**src/mptg_pkg.sv**
```systemverilog
// Shared types and constants for the mirror-padded tile address generator.
`timescale 1ns / 1ps

package mptg_pkg;

    localparam int GRID_IDX_W  = 6;
    localparam int OFFSET_W    = 14;
    localparam int SRC_W       = 13;
    localparam int DIM_W       = 14;
    localparam int CFG_IDX_W   = 3;
    localparam int CFG_DATA_W  = 14;
    localparam int IMG_SIZE_W  = 14;
    localparam int GRID_CNT_W  = 7;
    localparam int BORDER_W    = 10;

    localparam int RST_IMG_SIZE  = 512;
    localparam int RST_GRID_CNT  = 1;

    typedef logic [SRC_W-1:0]    src_t;
    typedef logic [DIM_W-1:0]    dim_t;
    typedef logic [BORDER_W-1:0] border_t;

    typedef enum logic [CFG_IDX_W-1:0] {
        CFG_IMAGE_ROWS    = 3'd0,
        CFG_IMAGE_COLUMNS = 3'd1,
        CFG_TILES_DOWN    = 3'd2,
        CFG_TILES_ACROSS  = 3'd3,
        CFG_BORDER_BEFORE = 3'd4,
        CFG_BORDER_AFTER  = 3'd5
    } cfg_index_t;

    typedef struct packed {
        logic [GRID_IDX_W-1:0] grid_row;
        logic [GRID_IDX_W-1:0] grid_col;
        logic [OFFSET_W-1:0]   offset_row;
        logic [OFFSET_W-1:0]   offset_col;
    } in_item_t;

    typedef struct packed {
        src_t source_row;
        src_t source_col;
        dim_t tile_height;
        dim_t tile_width;
        logic in_range;
    } out_item_t;

    // sideband carried through the boundary dividers
    typedef struct packed {
        logic [OFFSET_W-1:0] offset_row;
        logic [OFFSET_W-1:0] offset_col;
        logic                bad_tile;
    } tag_a_t;

    // sideband carried through the mirror-modulo dividers
    typedef struct packed {
        dim_t tile_height;
        dim_t tile_width;
        logic in_range;
        logic bad_tile;
    } tag_b_t;

endpackage

```
**src/mptg_div_pipe.sv**
```systemverilog
// Pipelined restoring divider, one quotient bit per stage, several lanes in lockstep.
`timescale 1ns / 1ps

module mptg_div_pipe
    import mptg_pkg::*;
#(
    parameter int LANES = 1,
    parameter int NUM_W = 8,
    parameter int DEN_W = 8,
    parameter int TAG_W = 1
) (
    input  logic                           aclk,
    input  logic                           aresetn,
    input  logic                           en,
    input  logic                           in_valid,
    input  logic [LANES-1:0][NUM_W-1:0]    num_i,
    input  logic [LANES-1:0][DEN_W-1:0]    den_i,
    input  logic [TAG_W-1:0]               tag_i,
    output logic                           out_valid,
    output logic [LANES-1:0][NUM_W-1:0]    quot_o,
    output logic [LANES-1:0][DEN_W-1:0]    rem_o,
    output logic [TAG_W-1:0]               tag_o
);

    logic                           v_reg    [NUM_W];
    logic [LANES-1:0][NUM_W-1:0]    nq_reg   [NUM_W];
    logic [LANES-1:0][NUM_W-1:0]    nq_next  [NUM_W];
    logic [LANES-1:0][DEN_W-1:0]    rem_reg  [NUM_W];
    logic [LANES-1:0][DEN_W-1:0]    rem_next [NUM_W];
    logic [LANES-1:0][DEN_W-1:0]    den_reg  [NUM_W];
    logic [TAG_W-1:0]               tag_reg  [NUM_W];

    for (genvar k = 0; k < NUM_W; k++) begin : g_stage
        logic                        v_src;
        logic [LANES-1:0][NUM_W-1:0] nq_src;
        logic [LANES-1:0][DEN_W-1:0] rem_src;
        logic [LANES-1:0][DEN_W-1:0] den_src;
        logic [TAG_W-1:0]            tag_src;

        if (k == 0) begin : g_first
            assign v_src   = in_valid;
            assign nq_src  = num_i;
            assign rem_src = '0;
            assign den_src = den_i;
            assign tag_src = tag_i;
        end else begin : g_rest
            assign v_src   = v_reg[k-1];
            assign nq_src  = nq_reg[k-1];
            assign rem_src = rem_reg[k-1];
            assign den_src = den_reg[k-1];
            assign tag_src = tag_reg[k-1];
        end

        // nq holds the numerator bits still to shift in, quotient bits enter at the bottom
        always_comb begin : p_step
            logic [DEN_W:0] trial;
            for (int l = 0; l < LANES; l++) begin
                trial = {rem_src[l], nq_src[l][NUM_W-1]};
                if (trial >= {1'b0, den_src[l]}) begin
                    rem_next[k][l] = DEN_W'(trial - {1'b0, den_src[l]});
                    nq_next[k][l]  = {nq_src[l][NUM_W-2:0], 1'b1};
                end else begin
                    rem_next[k][l] = trial[DEN_W-1:0];
                    nq_next[k][l]  = {nq_src[l][NUM_W-2:0], 1'b0};
                end
            end
        end

        always_ff @(posedge aclk) begin
            if (!aresetn) begin
                v_reg[k] <= 1'b0;
            end else if (en) begin
                v_reg[k] <= v_src;
            end
        end

        always_ff @(posedge aclk) begin
            if (en) begin
                nq_reg[k]  <= nq_next[k];
                rem_reg[k] <= rem_next[k];
                den_reg[k] <= den_src;
                tag_reg[k] <= tag_src;
            end
        end
    end

    assign out_valid = v_reg[NUM_W-1];
    assign quot_o    = nq_reg[NUM_W-1];
    assign rem_o     = rem_reg[NUM_W-1];
    assign tag_o     = tag_reg[NUM_W-1];

endmodule

```
**config.mk**
```make
export PLATFORM = sky130hd
export DESIGN_NAME = mptg_div_pipe
export DESIGN_NICKNAME = d
export VERILOG_FILES = /design/src/mptg_pkg.sv /design/src/mptg_div_pipe.sv
export SDC_FILE = /design/constraint.sdc
export NUM_CORES = 1
export LEC_CHECK = 0
export ABC_AREA = 1
export CAP_MARGIN = 25
export CORE_UTILIZATION = 38
export CTS_CLUSTER_DIAMETER = 200
export DETAILED_ROUTE_END_ITERATION = 10
export DONT_BUFFER_PORTS = 1
export GPL_TIMING_DRIVEN = 0
export PLACE_DENSITY_LB_ADDON = 0.1
export SETUP_SLACK_MARGIN = 0.3
export SLEW_MARGIN = 15
export SYNTH_ARGS = -nofsm -noshare
export SYNTH_HDL_FRONTEND = slang
export SYNTH_SLANG_ARGS = --single-unit
```
**constraint.sdc**
```tcl
create_clock -name aclk -period 2.9 [get_ports aclk]
set_input_delay 0.725 -clock aclk [delete_from_list [all_inputs] [get_ports aclk]]
set_output_delay 0.725 -clock aclk [all_outputs]
set_load 0.01 [all_outputs]
```
==> impl_metrics.py <==
metrics = {
    "outcome": {
        "status": "finished, violations left",
        "violations": "design-rule violations",
    },
    "timing": {
        "timing.final.crit_share_pct": 72.5,
        "finalSetupViolCount": 0,
        "worst_slew_pin_slew_ns": 0.690,
        "setup-tns-final_ns": 0,
        "max_freq_mhz": 476,
        "rsz0062_at_grt": "false",
        "maxSlewViolCount": 0,
        "setup_slack_ns": 0.797,
        "finalCriticalPeriod_ns": 2.10,
        "slew_headroom_pct": 53.5,
        "finalClockSkew_ns": 0.0165,
        "hold_viol": 0,
    },
    "synth": {
        "yosysMostFrequentCell": "nand2_1",
        "syn_area_mm2": 0.0103,
        "synth_enable_flop_cells": 199,
        "synth.net_count": 1095,
        "synth_cell_type_count": 29,
        "synth_top_cell_area_share_pct": 58.3,
        "syn_inst": 1009,
        "syn_area_per_cell_um2": 10.2,
        "synth-warning-count": 0,
        "synth_top_cell_by_area": "edfxtp_1",
        "synth_area_leaders": "edfxtp_1 (58%), nand2_1 (11%), ha_1 (7.1%)",
        "ys_seq_elements": 200,
        "async_reset_ff_share_pct": 0,
        "seq_area_frac_synth_pct": 58.5,
        "synth_top_flop_cell": "edfxtp_1",
        "ys_top_cells_by_count": "nand2_1 (297), edfxtp_1 (199), inv_1 (172), nand3_1 (106), ha_1 (58)",
    },
    "clocking": {
        "cts_buffers": 17,
        "cts-htree-levels": 4,
        "clock-sinks": 200,
        "cts_tree": "yes",
        "clk_latency_ns": 0.44,
        "postCtsSetupBuffers": 0,
        "cts_hold_buf": 0,
        "cts_buffer_depth": 2,
        "cts-root-buf": "clkbuf_16",
        "cts_resized": 0,
        "clkSlewWorstSetupHoldPaths_ns": 0.09,
    },
    "grt": {
        "grt_max_degree": 196,
        "track_usage_pct": 14.4,
        "grt_pass1_vias": 6373,
        "grt-ovfl-total": 0,
        "antenna_found_initial": 0,
        "grt_first_pass_wirelength_mm": 31.5,
    },
    "place": {
        "place.detailed.hpwl_mm": 13.5,
        "io_buffers": 0,
        "post_dp_cell_area_mm2": 0.0107,
        "gp_congestion": 0.864,
        "dp_slack_ns": 0.790,
        "dpl.cell_count": 1344,
    },
    "routing": {
        "via_count": 6390,
        "drt_wl_total_mm": 18.7,
        "drt_iter0_markers": 414,
        "wire_per_inst_um": 13.6,
        "dr.pass1.iters": 8,
        "vias_per_cell": 4.64,
        "drc_errors": 3,
        "ant_nets": 0,
    },
    "floorplan": {
        "initial_utilization_pct": 39.0,
        "die_w_um": 166,
        "die_h_um": 166,
        "die-area_mm2": 0.0277,
        "fp-row-count": 59,
        "io_pins": 39,
        "core_mm2": 0.0263,
    },
    "setup_path": {
        "startpoint_type": "flop",
        "required_ns": 3.09,
        "cp_common_cell": "nand2_1",
        "path_max_fanout": 9,
        "cp_slowest_cell": "edfxtp_1",
        "end_kind": "flop",
        "cp.arrival_ns": 2.29,
        "worstSetupPathType": "reg -> reg",
        "worstReg2RegEnd": "rem_reg[0][15]",
        "reg2reg_depth": 9,
        "rrSetupSlack_ns": 0.80,
        "cpPeakStageDelay_ns": 0.42,
        "r2r_start": "rem_reg[0][5]",
        "worstPathCellList": "ha_1 > nand2_1 > nand2_1 > nand2_1 > nand2_1 > nor2_2 > nand2_4 > nand2_1 > nand2_1",
    },
    "layout": {
        "final_cells": 1376,
        "area_growth_pct": 10.2,
        "final_area_mm2": 0.0113,
        "diodes": 0,
        "nNetsFinal": 1114,
        "drive_gt1_share_pct": 6.72,
        "final_util_pct": 43.0,
    },
    "worst_hold_path": {
        "hold_start": "den_i[0]",
        "min_to": "den_reg[0][0]",
        "holdPathStages": 0,
        "hold_path.class": "in -> reg",
    },
    "pwr": {
        "p_per_area_mw_per_mm2": 825,
        "p_switching_w": 0.00319,
        "power.leakage_nw": 5.15,
        "peakVddDrop_mv": 0.402,
        "internal-power_w": 0.00613,
        "combPwrFrac_pct": 29.6,
        "seqPwrFrac_pct": 43.9,
        "clockPowerShare_pct": 26.6,
        "p_sw_share_pct": 34.2,
    },
    "run": {
        "maxCapViolations": 0,
    },
}
==> power by group through the flow <==
stage	sequential, W	combinational, W	clock, W
6_report	0.00409	0.00276	0.00248
3_5_place_dp	0.00417	0.00275	0
5_1_grt	0.00414	0.00321	0.00267
4_1_cts	0.00411	0.00277	0.00256
3_3_place_gp	0.00417	0.00273	0
2_1_floorplan	0.00405	0.00225	0
==> area by class of cell <==
cell class              instances  area [um2]
inverters                     173         649
well taps                     335         419
multi-input cells             626        3510
clock buffers                  17         425
flip-flops and latches        200        6000
fillers                      2573       15000
clock inverters                15         203
plain buffers                  10        97.6
==> cells in the final DEF (no fill, tap or decap), types with 5 or more instances in the layout <==
cell,synthesis,routed
nand2_1,297,297
edfxtp_1,199,199
inv_1,172,172
nand3_1,106,106
ha_1,58,58
nor2_1,45,45
a21oi_1,27,27
clkbuf_16,0,17
nand4_1,13,13
xor2_1,13,13
nand2_4,9,9
xnor2_1,8,8
nor3_1,7,7
fa_1,7,7
nor2_2,6,6
buf_6,6,6
nand2_2,5,5
clkinv_8,0,5
==> metrics by stage <==
step,hold WS (ns),total power (W)
after CTS,0.353,0.00944
final,0.373,0.00932
after global placement,0.401,0.00690
after detailed placement,0.405,0.00692
after floorplan,0.400,0.00630
after global routing,0.343,0.0100
==> per-layer routing <==
metal	up-vias	global-route usage [%]	part of all wire (%)
met5	-	0	0
met4	0	4.47	1.6
met3	23	3.24	2.8
met2	89	24.9	49
met1	2931	18.0	47
li1	3347	-	-
==> cell families (layout without fill, tap and decap cells) <==
logic type	Yosys count	count (layout)	synth area share [%]
and+or+nand+nor	507	507	22.3
buffers and inverters	183	215	7.28
AOI/OAI and AO/OA	33	33	1.76
xor gates and xnor gates	21	21	1.79
adders and majority gates	65	65	8.44
DFF	200	200	58.5
==> worst max path at each step <==
stage,to,from
2_1_floorplan,rem_reg[0][0],num_i[7]
3_3_place_gp,rem_reg[0][0],num_i[7]
3_5_place_dp,rem_reg[0][0],num_i[7]
4_1_cts,rem_reg[0][15],rem_reg[0][5]
5_1_grt,rem_reg[0][15],rem_reg[0][5]
6_report,rem_reg[0][15],rem_reg[0][5]
==> critical path: cells and delay by family (launching register included) <==
kind	cells	cell delay (ns)
flops	1	0.42
simple gates	8	1.02
fa+ha+maj	1	0.40
Note: power is estimated with default switching activity, not from simulation.
