**src/mptg_pkg.sv**
```systemverilog
// Shared types and constants for the mirror-padded tile address generator.
`timescale 1ns / 1ps

package mptg_pkg;

    localparam int GRID_IDX_W  = 6;
    localparam int OFFSET_W    = 14;
    localparam int SRC_W       = 13;
    localparam int DIM_W       = 14;
    localparam int CFG_IDX_W   = 3;
    localparam int CFG_DATA_W  = 14;
    localparam int IMG_SIZE_W  = 14;
    localparam int GRID_CNT_W  = 7;
    localparam int BORDER_W    = 10;

    localparam int RST_IMG_SIZE  = 512;
    localparam int RST_GRID_CNT  = 1;

    typedef logic [SRC_W-1:0]    src_t;
    typedef logic [DIM_W-1:0]    dim_t;
    typedef logic [BORDER_W-1:0] border_t;

    typedef enum logic [CFG_IDX_W-1:0] {
        CFG_IMAGE_ROWS    = 3'd0,
        CFG_IMAGE_COLUMNS = 3'd1,
        CFG_TILES_DOWN    = 3'd2,
        CFG_TILES_ACROSS  = 3'd3,
        CFG_BORDER_BEFORE = 3'd4,
        CFG_BORDER_AFTER  = 3'd5
    } cfg_index_t;

    typedef struct packed {
        logic [GRID_IDX_W-1:0] grid_row;
        logic [GRID_IDX_W-1:0] grid_col;
        logic [OFFSET_W-1:0]   offset_row;
        logic [OFFSET_W-1:0]   offset_col;
    } in_item_t;

    typedef struct packed {
        src_t source_row;
        src_t source_col;
        dim_t tile_height;
        dim_t tile_width;
        logic in_range;
    } out_item_t;

    // sideband carried through the boundary dividers
    typedef struct packed {
        logic [OFFSET_W-1:0] offset_row;
        logic [OFFSET_W-1:0] offset_col;
        logic                bad_tile;
    } tag_a_t;

    // sideband carried through the mirror-modulo dividers
    typedef struct packed {
        dim_t tile_height;
        dim_t tile_width;
        logic in_range;
        logic bad_tile;
    } tag_b_t;

endpackage

```
**src/mptg_cfg_regs.sv**
```systemverilog
// Configuration registers, stored already saturated to their usable ranges.
`timescale 1ns / 1ps

module mptg_cfg_regs
    import mptg_pkg::*;
#(
    parameter int COORD_BITS = 13,
    parameter int MAX_GRID   = 64
) (
    input  logic                         aclk,
    input  logic                         aresetn,
    input  logic                         cfg_valid,
    input  logic [CFG_IDX_W-1:0]         cfg_index,
    input  logic [CFG_DATA_W-1:0]        cfg_data,
    output logic [COORD_BITS:0]          rows_o,
    output logic [COORD_BITS:0]          cols_o,
    output logic [$clog2(MAX_GRID+1)-1:0] tiles_down_o,
    output logic [$clog2(MAX_GRID+1)-1:0] tiles_across_o,
    output border_t                      border_before_o,
    output border_t                      border_after_o
);

    localparam int S_W      = COORD_BITS + 1;
    localparam int G_W      = $clog2(MAX_GRID + 1);
    localparam int MAX_SIZE = 1 << COORD_BITS;
    localparam int RST_SIZE = (RST_IMG_SIZE > MAX_SIZE) ? MAX_SIZE : RST_IMG_SIZE;

    logic [S_W-1:0] rows_reg;
    logic [S_W-1:0] cols_reg;
    logic [G_W-1:0] td_reg;
    logic [G_W-1:0] ta_reg;
    border_t        pb_reg;
    border_t        pa_reg;

    logic [IMG_SIZE_W-1:0] size_raw;
    logic [GRID_CNT_W-1:0] grid_raw;
    logic [S_W-1:0]        size_sat;
    logic [G_W-1:0]        grid_sat;

    // zero acts as one, large values saturate
    always_comb begin
        size_raw = cfg_data[IMG_SIZE_W-1:0];
        grid_raw = cfg_data[GRID_CNT_W-1:0];
        if (size_raw == '0) begin
            size_sat = S_W'(1);
        end else if (32'(size_raw) > 32'(MAX_SIZE)) begin
            size_sat = S_W'(MAX_SIZE);
        end else begin
            size_sat = S_W'(size_raw);
        end
        if (grid_raw == '0) begin
            grid_sat = G_W'(1);
        end else if (32'(grid_raw) > 32'(MAX_GRID)) begin
            grid_sat = G_W'(MAX_GRID);
        end else begin
            grid_sat = G_W'(grid_raw);
        end
    end

    always_ff @(posedge aclk) begin
        if (!aresetn) begin
            rows_reg <= S_W'(RST_SIZE);
            cols_reg <= S_W'(RST_SIZE);
            td_reg   <= G_W'(RST_GRID_CNT);
            ta_reg   <= G_W'(RST_GRID_CNT);
            pb_reg   <= '0;
            pa_reg   <= '0;
        end else if (cfg_valid) begin
            case (cfg_index)
                CFG_IMAGE_ROWS:    rows_reg <= size_sat;
                CFG_IMAGE_COLUMNS: cols_reg <= size_sat;
                CFG_TILES_DOWN:    td_reg   <= grid_sat;
                CFG_TILES_ACROSS:  ta_reg   <= grid_sat;
                CFG_BORDER_BEFORE: pb_reg   <= cfg_data[BORDER_W-1:0];
                CFG_BORDER_AFTER:  pa_reg   <= cfg_data[BORDER_W-1:0];
                default: ;
            endcase
        end
    end

    assign rows_o          = rows_reg;
    assign cols_o          = cols_reg;
    assign tiles_down_o    = td_reg;
    assign tiles_across_o  = ta_reg;
    assign border_before_o = pb_reg;
    assign border_after_o  = pa_reg;

endmodule

```
**config.mk**
```make
export PLATFORM = sky130hd
export DESIGN_NAME = mptg_cfg_regs
export DESIGN_NICKNAME = d
export VERILOG_FILES = /design/src/mptg_pkg.sv /design/src/mptg_cfg_regs.sv
export SDC_FILE = /design/constraint.sdc
export NUM_CORES = 1
export LEC_CHECK = 0
export BUFFER_PORTS_ARGS = -buffer_cell sky130_fd_sc_hd__buf_2
export CAP_MARGIN = 20
export CELL_PAD_IN_SITES_DETAIL_PLACEMENT = 1
export CELL_PAD_IN_SITES_GLOBAL_PLACEMENT = 1
export CORE_ASPECT_RATIO = 1.1
export CORE_UTILIZATION = 40
export CTS_BUF_LIST = sky130_fd_sc_hd__clkbuf_8 sky130_fd_sc_hd__clkbuf_16
export CTS_CLUSTER_DIAMETER = 200
export DETAILED_ROUTE_END_ITERATION = 8
export PLACE_DENSITY = 0.85
export SETUP_SLACK_MARGIN = 0.1
export SYNTH_ARGS = -nofsm -noshare
export SYNTH_HDL_FRONTEND = slang
export SYNTH_SLANG_ARGS = --single-unit
```
**constraint.sdc**
```tcl
create_clock -name aclk -period 1.9 [get_ports aclk]
set_input_delay 0 -clock aclk [delete_from_list [all_inputs] [get_ports aclk]]
set_output_delay 0 -clock aclk [all_outputs]
set_load 0.05 [all_outputs]
```
==> impl_metrics.prom <==
# TYPE chip_impl_metric gauge
chip_impl_metric{name="port-buffer-count",unit=""} 81
chip_impl_metric{name="dpl-instance-area",unit="sq mm"} 0.00298
chip_impl_metric{name="holdBufCountCts",unit=""} 9
chip_impl_metric{name="design.core.area",unit="sq mm"} 0.00619
chip_impl_metric{name="global_route_wire_length_before_repair",unit="mm"} 11.5
chip_impl_metric{name="maximum_single_stage_delay_on_the_critical_path",unit="ns"} 0.54
chip_impl_metric{name="worst-endpoint-arrival",unit="ns"} 1.74
chip_impl_metric{name="power_leakage",unit="nW"} 1.36
chip_impl_metric{name="die_width",unit="microns"} 78.3
chip_impl_metric{name="post_route_cells_drive_above_1_share",unit="%"} 28.7
chip_impl_metric{name="fillerInstances",unit=""} 769
chip_impl_metric{name="synth_seq_area_share",unit="%"} 48.5
chip_impl_info{name="rsz0062_at_grt",value="no"} 1
chip_impl_metric{name="worst_r2r_path_depth",unit=""} 2
chip_impl_metric{name="clock_latency_on_the_worst_skew_pair",unit="ns"} 0.33
chip_impl_metric{name="design.portCount",unit=""} 82
chip_impl_metric{name="dp_hpwl",unit="mm"} 4.90
chip_impl_info{name="regToRegEndpoint",value="tiles_across_o[5]"} 1
chip_impl_metric{name="initial_core_util",unit="%"} 41.4
chip_impl_metric{name="layout_min_cycle_time",unit="ns"} 1.49
chip_impl_info{name="worstReg2RegStart",value="tiles_across_o[5]"} 1
chip_impl_metric{name="multiInputGateArea",unit="sq mm"} 0.00120
chip_impl_metric{name="drt_first_pass_iters",unit=""} 4
chip_impl_info{name="crit_path_end_kind",value="register"} 1
chip_impl_metric{name="synth-async-reset-ratio",unit="%"} 0
chip_impl_metric{name="cts_made_buffers",unit=""} 9
chip_impl_metric{name="reg2reg_slack",unit="ns"} 1.18
chip_impl_metric{name="postSynthRegisterBits",unit=""} 62
chip_impl_info{name="cp_slowest_cell",value="dlygate4sd3_1"} 1
chip_impl_metric{name="cts_buffer_depth",unit=""} 2
chip_impl_metric{name="dieHeight",unit="microns"} 85.9
chip_impl_metric{name="post-route-worst-setup-slack",unit="ns"} 0.414
chip_impl_metric{name="f_max",unit="GHz"} 0.673
chip_impl_metric{name="worst_ir_drop_vdd",unit="uV"} 545
chip_impl_info{name="ys_dominant_reg_cell",value="dfxtp_1"} 1
chip_impl_metric{name="final_non_filler_cell_area",unit="sq mm"} 0.00329
chip_impl_metric{name="grt-ovfl-total",unit=""} 0
chip_impl_metric{name="drt.antenna.violating_nets",unit=""} 0
chip_impl_metric{name="drt_iter0_markers",unit=""} 121
chip_impl_metric{name="num-nets-final",unit=""} 384
chip_impl_metric{name="critical_path_required",unit="ns"} 2.15
chip_impl_info{name="ctsRootBufferMaster",value="clkbuf_8"} 1
chip_impl_metric{name="antennaDiodeCount",unit=""} 0
chip_impl_metric{name="num_vias",unit=""} 2287
chip_impl_metric{name="areaGrowthSynthToFinish",unit="%"} 28.4
chip_impl_metric{name="grtUsageTotal",unit="%"} 22.9
chip_impl_metric{name="cap_viol_max_count",unit=""} 0
chip_impl_metric{name="antenna_found_initial",unit=""} 0
chip_impl_metric{name="yosys.cell_types.count",unit=""} 37
chip_impl_metric{name="slew_headroom",unit="%"} 65.4
chip_impl_metric{name="drt_drc_violations_left",unit=""} 0
chip_impl_metric{name="synth_area_per_cell",unit="sq um"} 9.05
chip_impl_metric{name="synth_cells",unit=""} 283
chip_impl_metric{name="pre_cts_ws",unit="ns"} 0.656
chip_impl_metric{name="largest_net_degree_at_the_start_of_global_routing",unit=""} 32
chip_impl_metric{name="synthesis.yosys.warnings",unit=""} 0
chip_impl_metric{name="finalPower",unit="mW"} 2.87
chip_impl_metric{name="footprint_of_the_flip_flops_and_latches",unit="sq mm"} 0.00124
chip_impl_metric{name="cts-htree-levels",unit=""} 3
chip_impl_info{name="worst_setup_path_endpoint",value="rows_o[0]"} 1
chip_impl_info{name="criticalPathCategory",value="in2reg"} 1
chip_impl_info{name="synth_top_area_cell",value="dfxtp_1"} 1
chip_impl_info{name="synth_area_leaders",value="dfxtp_1 (48%), nand2_1 (12%), a21boi_0 (11%)"} 1
chip_impl_metric{name="gp_congestion",unit=""} 0.750
chip_impl_metric{name="yosysTopAreaCellShare",unit="%"} 48.5
chip_impl_metric{name="crit_fanout",unit=""} 5
chip_impl_metric{name="route.detailed.vias_per_inst",unit=""} 5.09
chip_impl_metric{name="final-max-slew-violation-count",unit=""} 0
chip_impl_metric{name="syn-cell-area",unit="sq mm"} 0.00256
chip_impl_info{name="status",value="finished clean"} 1
chip_impl_metric{name="via_count_of_the_first_global_routing_pass",unit=""} 2267
chip_impl_metric{name="syn_nets",unit=""} 303
chip_impl_info{name="worstSetupStartpointType",value="input pin"} 1
chip_impl_info{name="hp_class",value="in2reg"} 1
chip_impl_metric{name="finalWirelength",unit="mm"} 7.13
chip_impl_metric{name="route.detailed.wl_per_inst",unit="microns"} 15.9
chip_impl_info{name="crit_path_start",value="cfg_data[3]"} 1
chip_impl_metric{name="period_share",unit="%"} 78.2
chip_impl_info{name="critical_path.cell_chain",value="dlygate4sd3_1 -> buf_2 -> nor4_1 -> a41oi_1 -> o31ai_1"} 1
chip_impl_metric{name="tns",unit="ns"} 0
chip_impl_info{name="tritoncts_clock_tree",value="yes"} 1
chip_impl_metric{name="cts-resized-gates",unit=""} 0
chip_impl_metric{name="synth_enable_flop_cells",unit=""} 0
chip_impl_metric{name="setup_viol_count_final",unit=""} 0
chip_impl_metric{name="clk_transition_reported_paths",unit="ns"} 0.07
chip_impl_metric{name="report.final.hold_viol_count",unit=""} 0
chip_impl_metric{name="p_per_area",unit="mW/mm^2"} 873
chip_impl_metric{name="fin_skew",unit="ns"} 0
chip_impl_metric{name="clock-sinks",unit=""} 62
chip_impl_metric{name="die-area",unit="sq mm"} 0.00673
chip_impl_metric{name="fp-row-count",unit=""} 30
chip_impl_metric{name="timing_worst_slew_pin_value",unit="ns"} 0.514
chip_impl_metric{name="postCtsSetupBuffers",unit=""} 0
==> worst max-delay path: cells and delay by family <==
kind | cells | cell delay [ns]
buffers and inverters | 2 | 0.72
AND/OR/NAND/NOR | 1 | 0.51
AO/OA/AOI/OAI | 2 | 0.51
==> layout by cell type, fill, tap and decap left out, types with 2 or more instances in the layout <==
master,instances
a21boi_0,39
and2b_1,2
and4b_1,2
and4bb_2,2
buf_2,81
buf_4,2
clkbuf_8,13
clkinv_2,2
dfxtp_1,62
dlygate4sd3_1,9
mux2i_1,6
nand2_1,84
nand3_1,6
nand3b_1,6
nand4b_1,2
nor2_1,2
nor2b_1,17
nor4_1,2
o21ai_1,5
o2bb2ai_1,6
==> final cells by class <==
| cell class | count | share of cell area (%) |
|---|---|---|
| clock buffer | 13 | 5.44 |
| sequential | 62 | 37.7 |
| tap | 80 | 3.04 |
| multi-input combinational | 198 | 36.4 |
| timing repair buffer | 93 | 16.1 |
| clock inverter | 3 | 1.22 |
==> kinds of logic (layout without fill, tap and decap cells) <==
logic type,after synthesis,after routing,synth area share (%)
buffers and inverters,23,109,4.74
AO/OA/AOI/OAI,58,58,16.9
multiplexers,6,6,2.34
flip-flops,62,62,48.5
AND/OR/NAND/NOR,134,134,27.6
==> where the power goes <==
group,internal [mW],switching [mW]
clock network,0.745,0.497
logic,0.0976,0.200
registers,1.32,0.0116
==> worst min path at each step <==
stage / from / end / cells past startpoint
after floorplan: cfg_data[9] / border_before_o[9] / 2
final: aresetn / rows_o[9] / 2
after global routing: aresetn / rows_o[9] / 2
after detailed placement: cfg_data[9] / border_before_o[9] / 3
after global placement: cfg_data[9] / border_before_o[9] / 3
after CTS: aresetn / rows_o[9] / 2
==> stage by stage <==
| stage | instances | hold slack [ns] | utilization, % |
|---|---|---|---|
| 3_3_place_gp | 424 | 0.283 | 48.1 |
| 4_1_cts | 449 | 0.0117 | 53.1 |
| 5_1_grt | 449 | 0.0457 | 53.1 |
| 6_report | 449 | 0.0277 | 53.1 |
| 3_5_place_dp | 424 | 0.299 | 48.1 |
| 2_1_floorplan | 283 | 0.135 | - |
==> routing by layer <==
| layer | GRT usage (%) | vias to the layer above | share of wire [%] |
|---|---|---|---|
| met2 | 38.0 | 60 | 49 |
| met4 | 8.59 | 0 | 1.8 |
| li1 | - | 1118 | - |
| met5 | 0 | - | 0 |
| met1 | 28.2 | 1098 | 45 |
| met3 | 6.49 | 11 | 4.3 |
==> cells in the mapped netlist (3+ instances only) <==
cell / n
o2bb2ai_1: 6
dfxtp_1: 62
buf_2: 7
nand2_1: 84
a21boi_0: 39
nand3b_1: 6
mux2i_1: 6
nor2b_1: 17
clkbuf_1: 10
buf_4: 3
o21ai_1: 5
nand3_1: 6
==> state kept, by name, summed over array words and instances (netlist names) <==
signal,flops
cols_o,14
rows_o,14
border_after_o,10
border_before_o,10
tiles_across_o,7
tiles_down_o,7
Power figures use the tool's default switching activity.
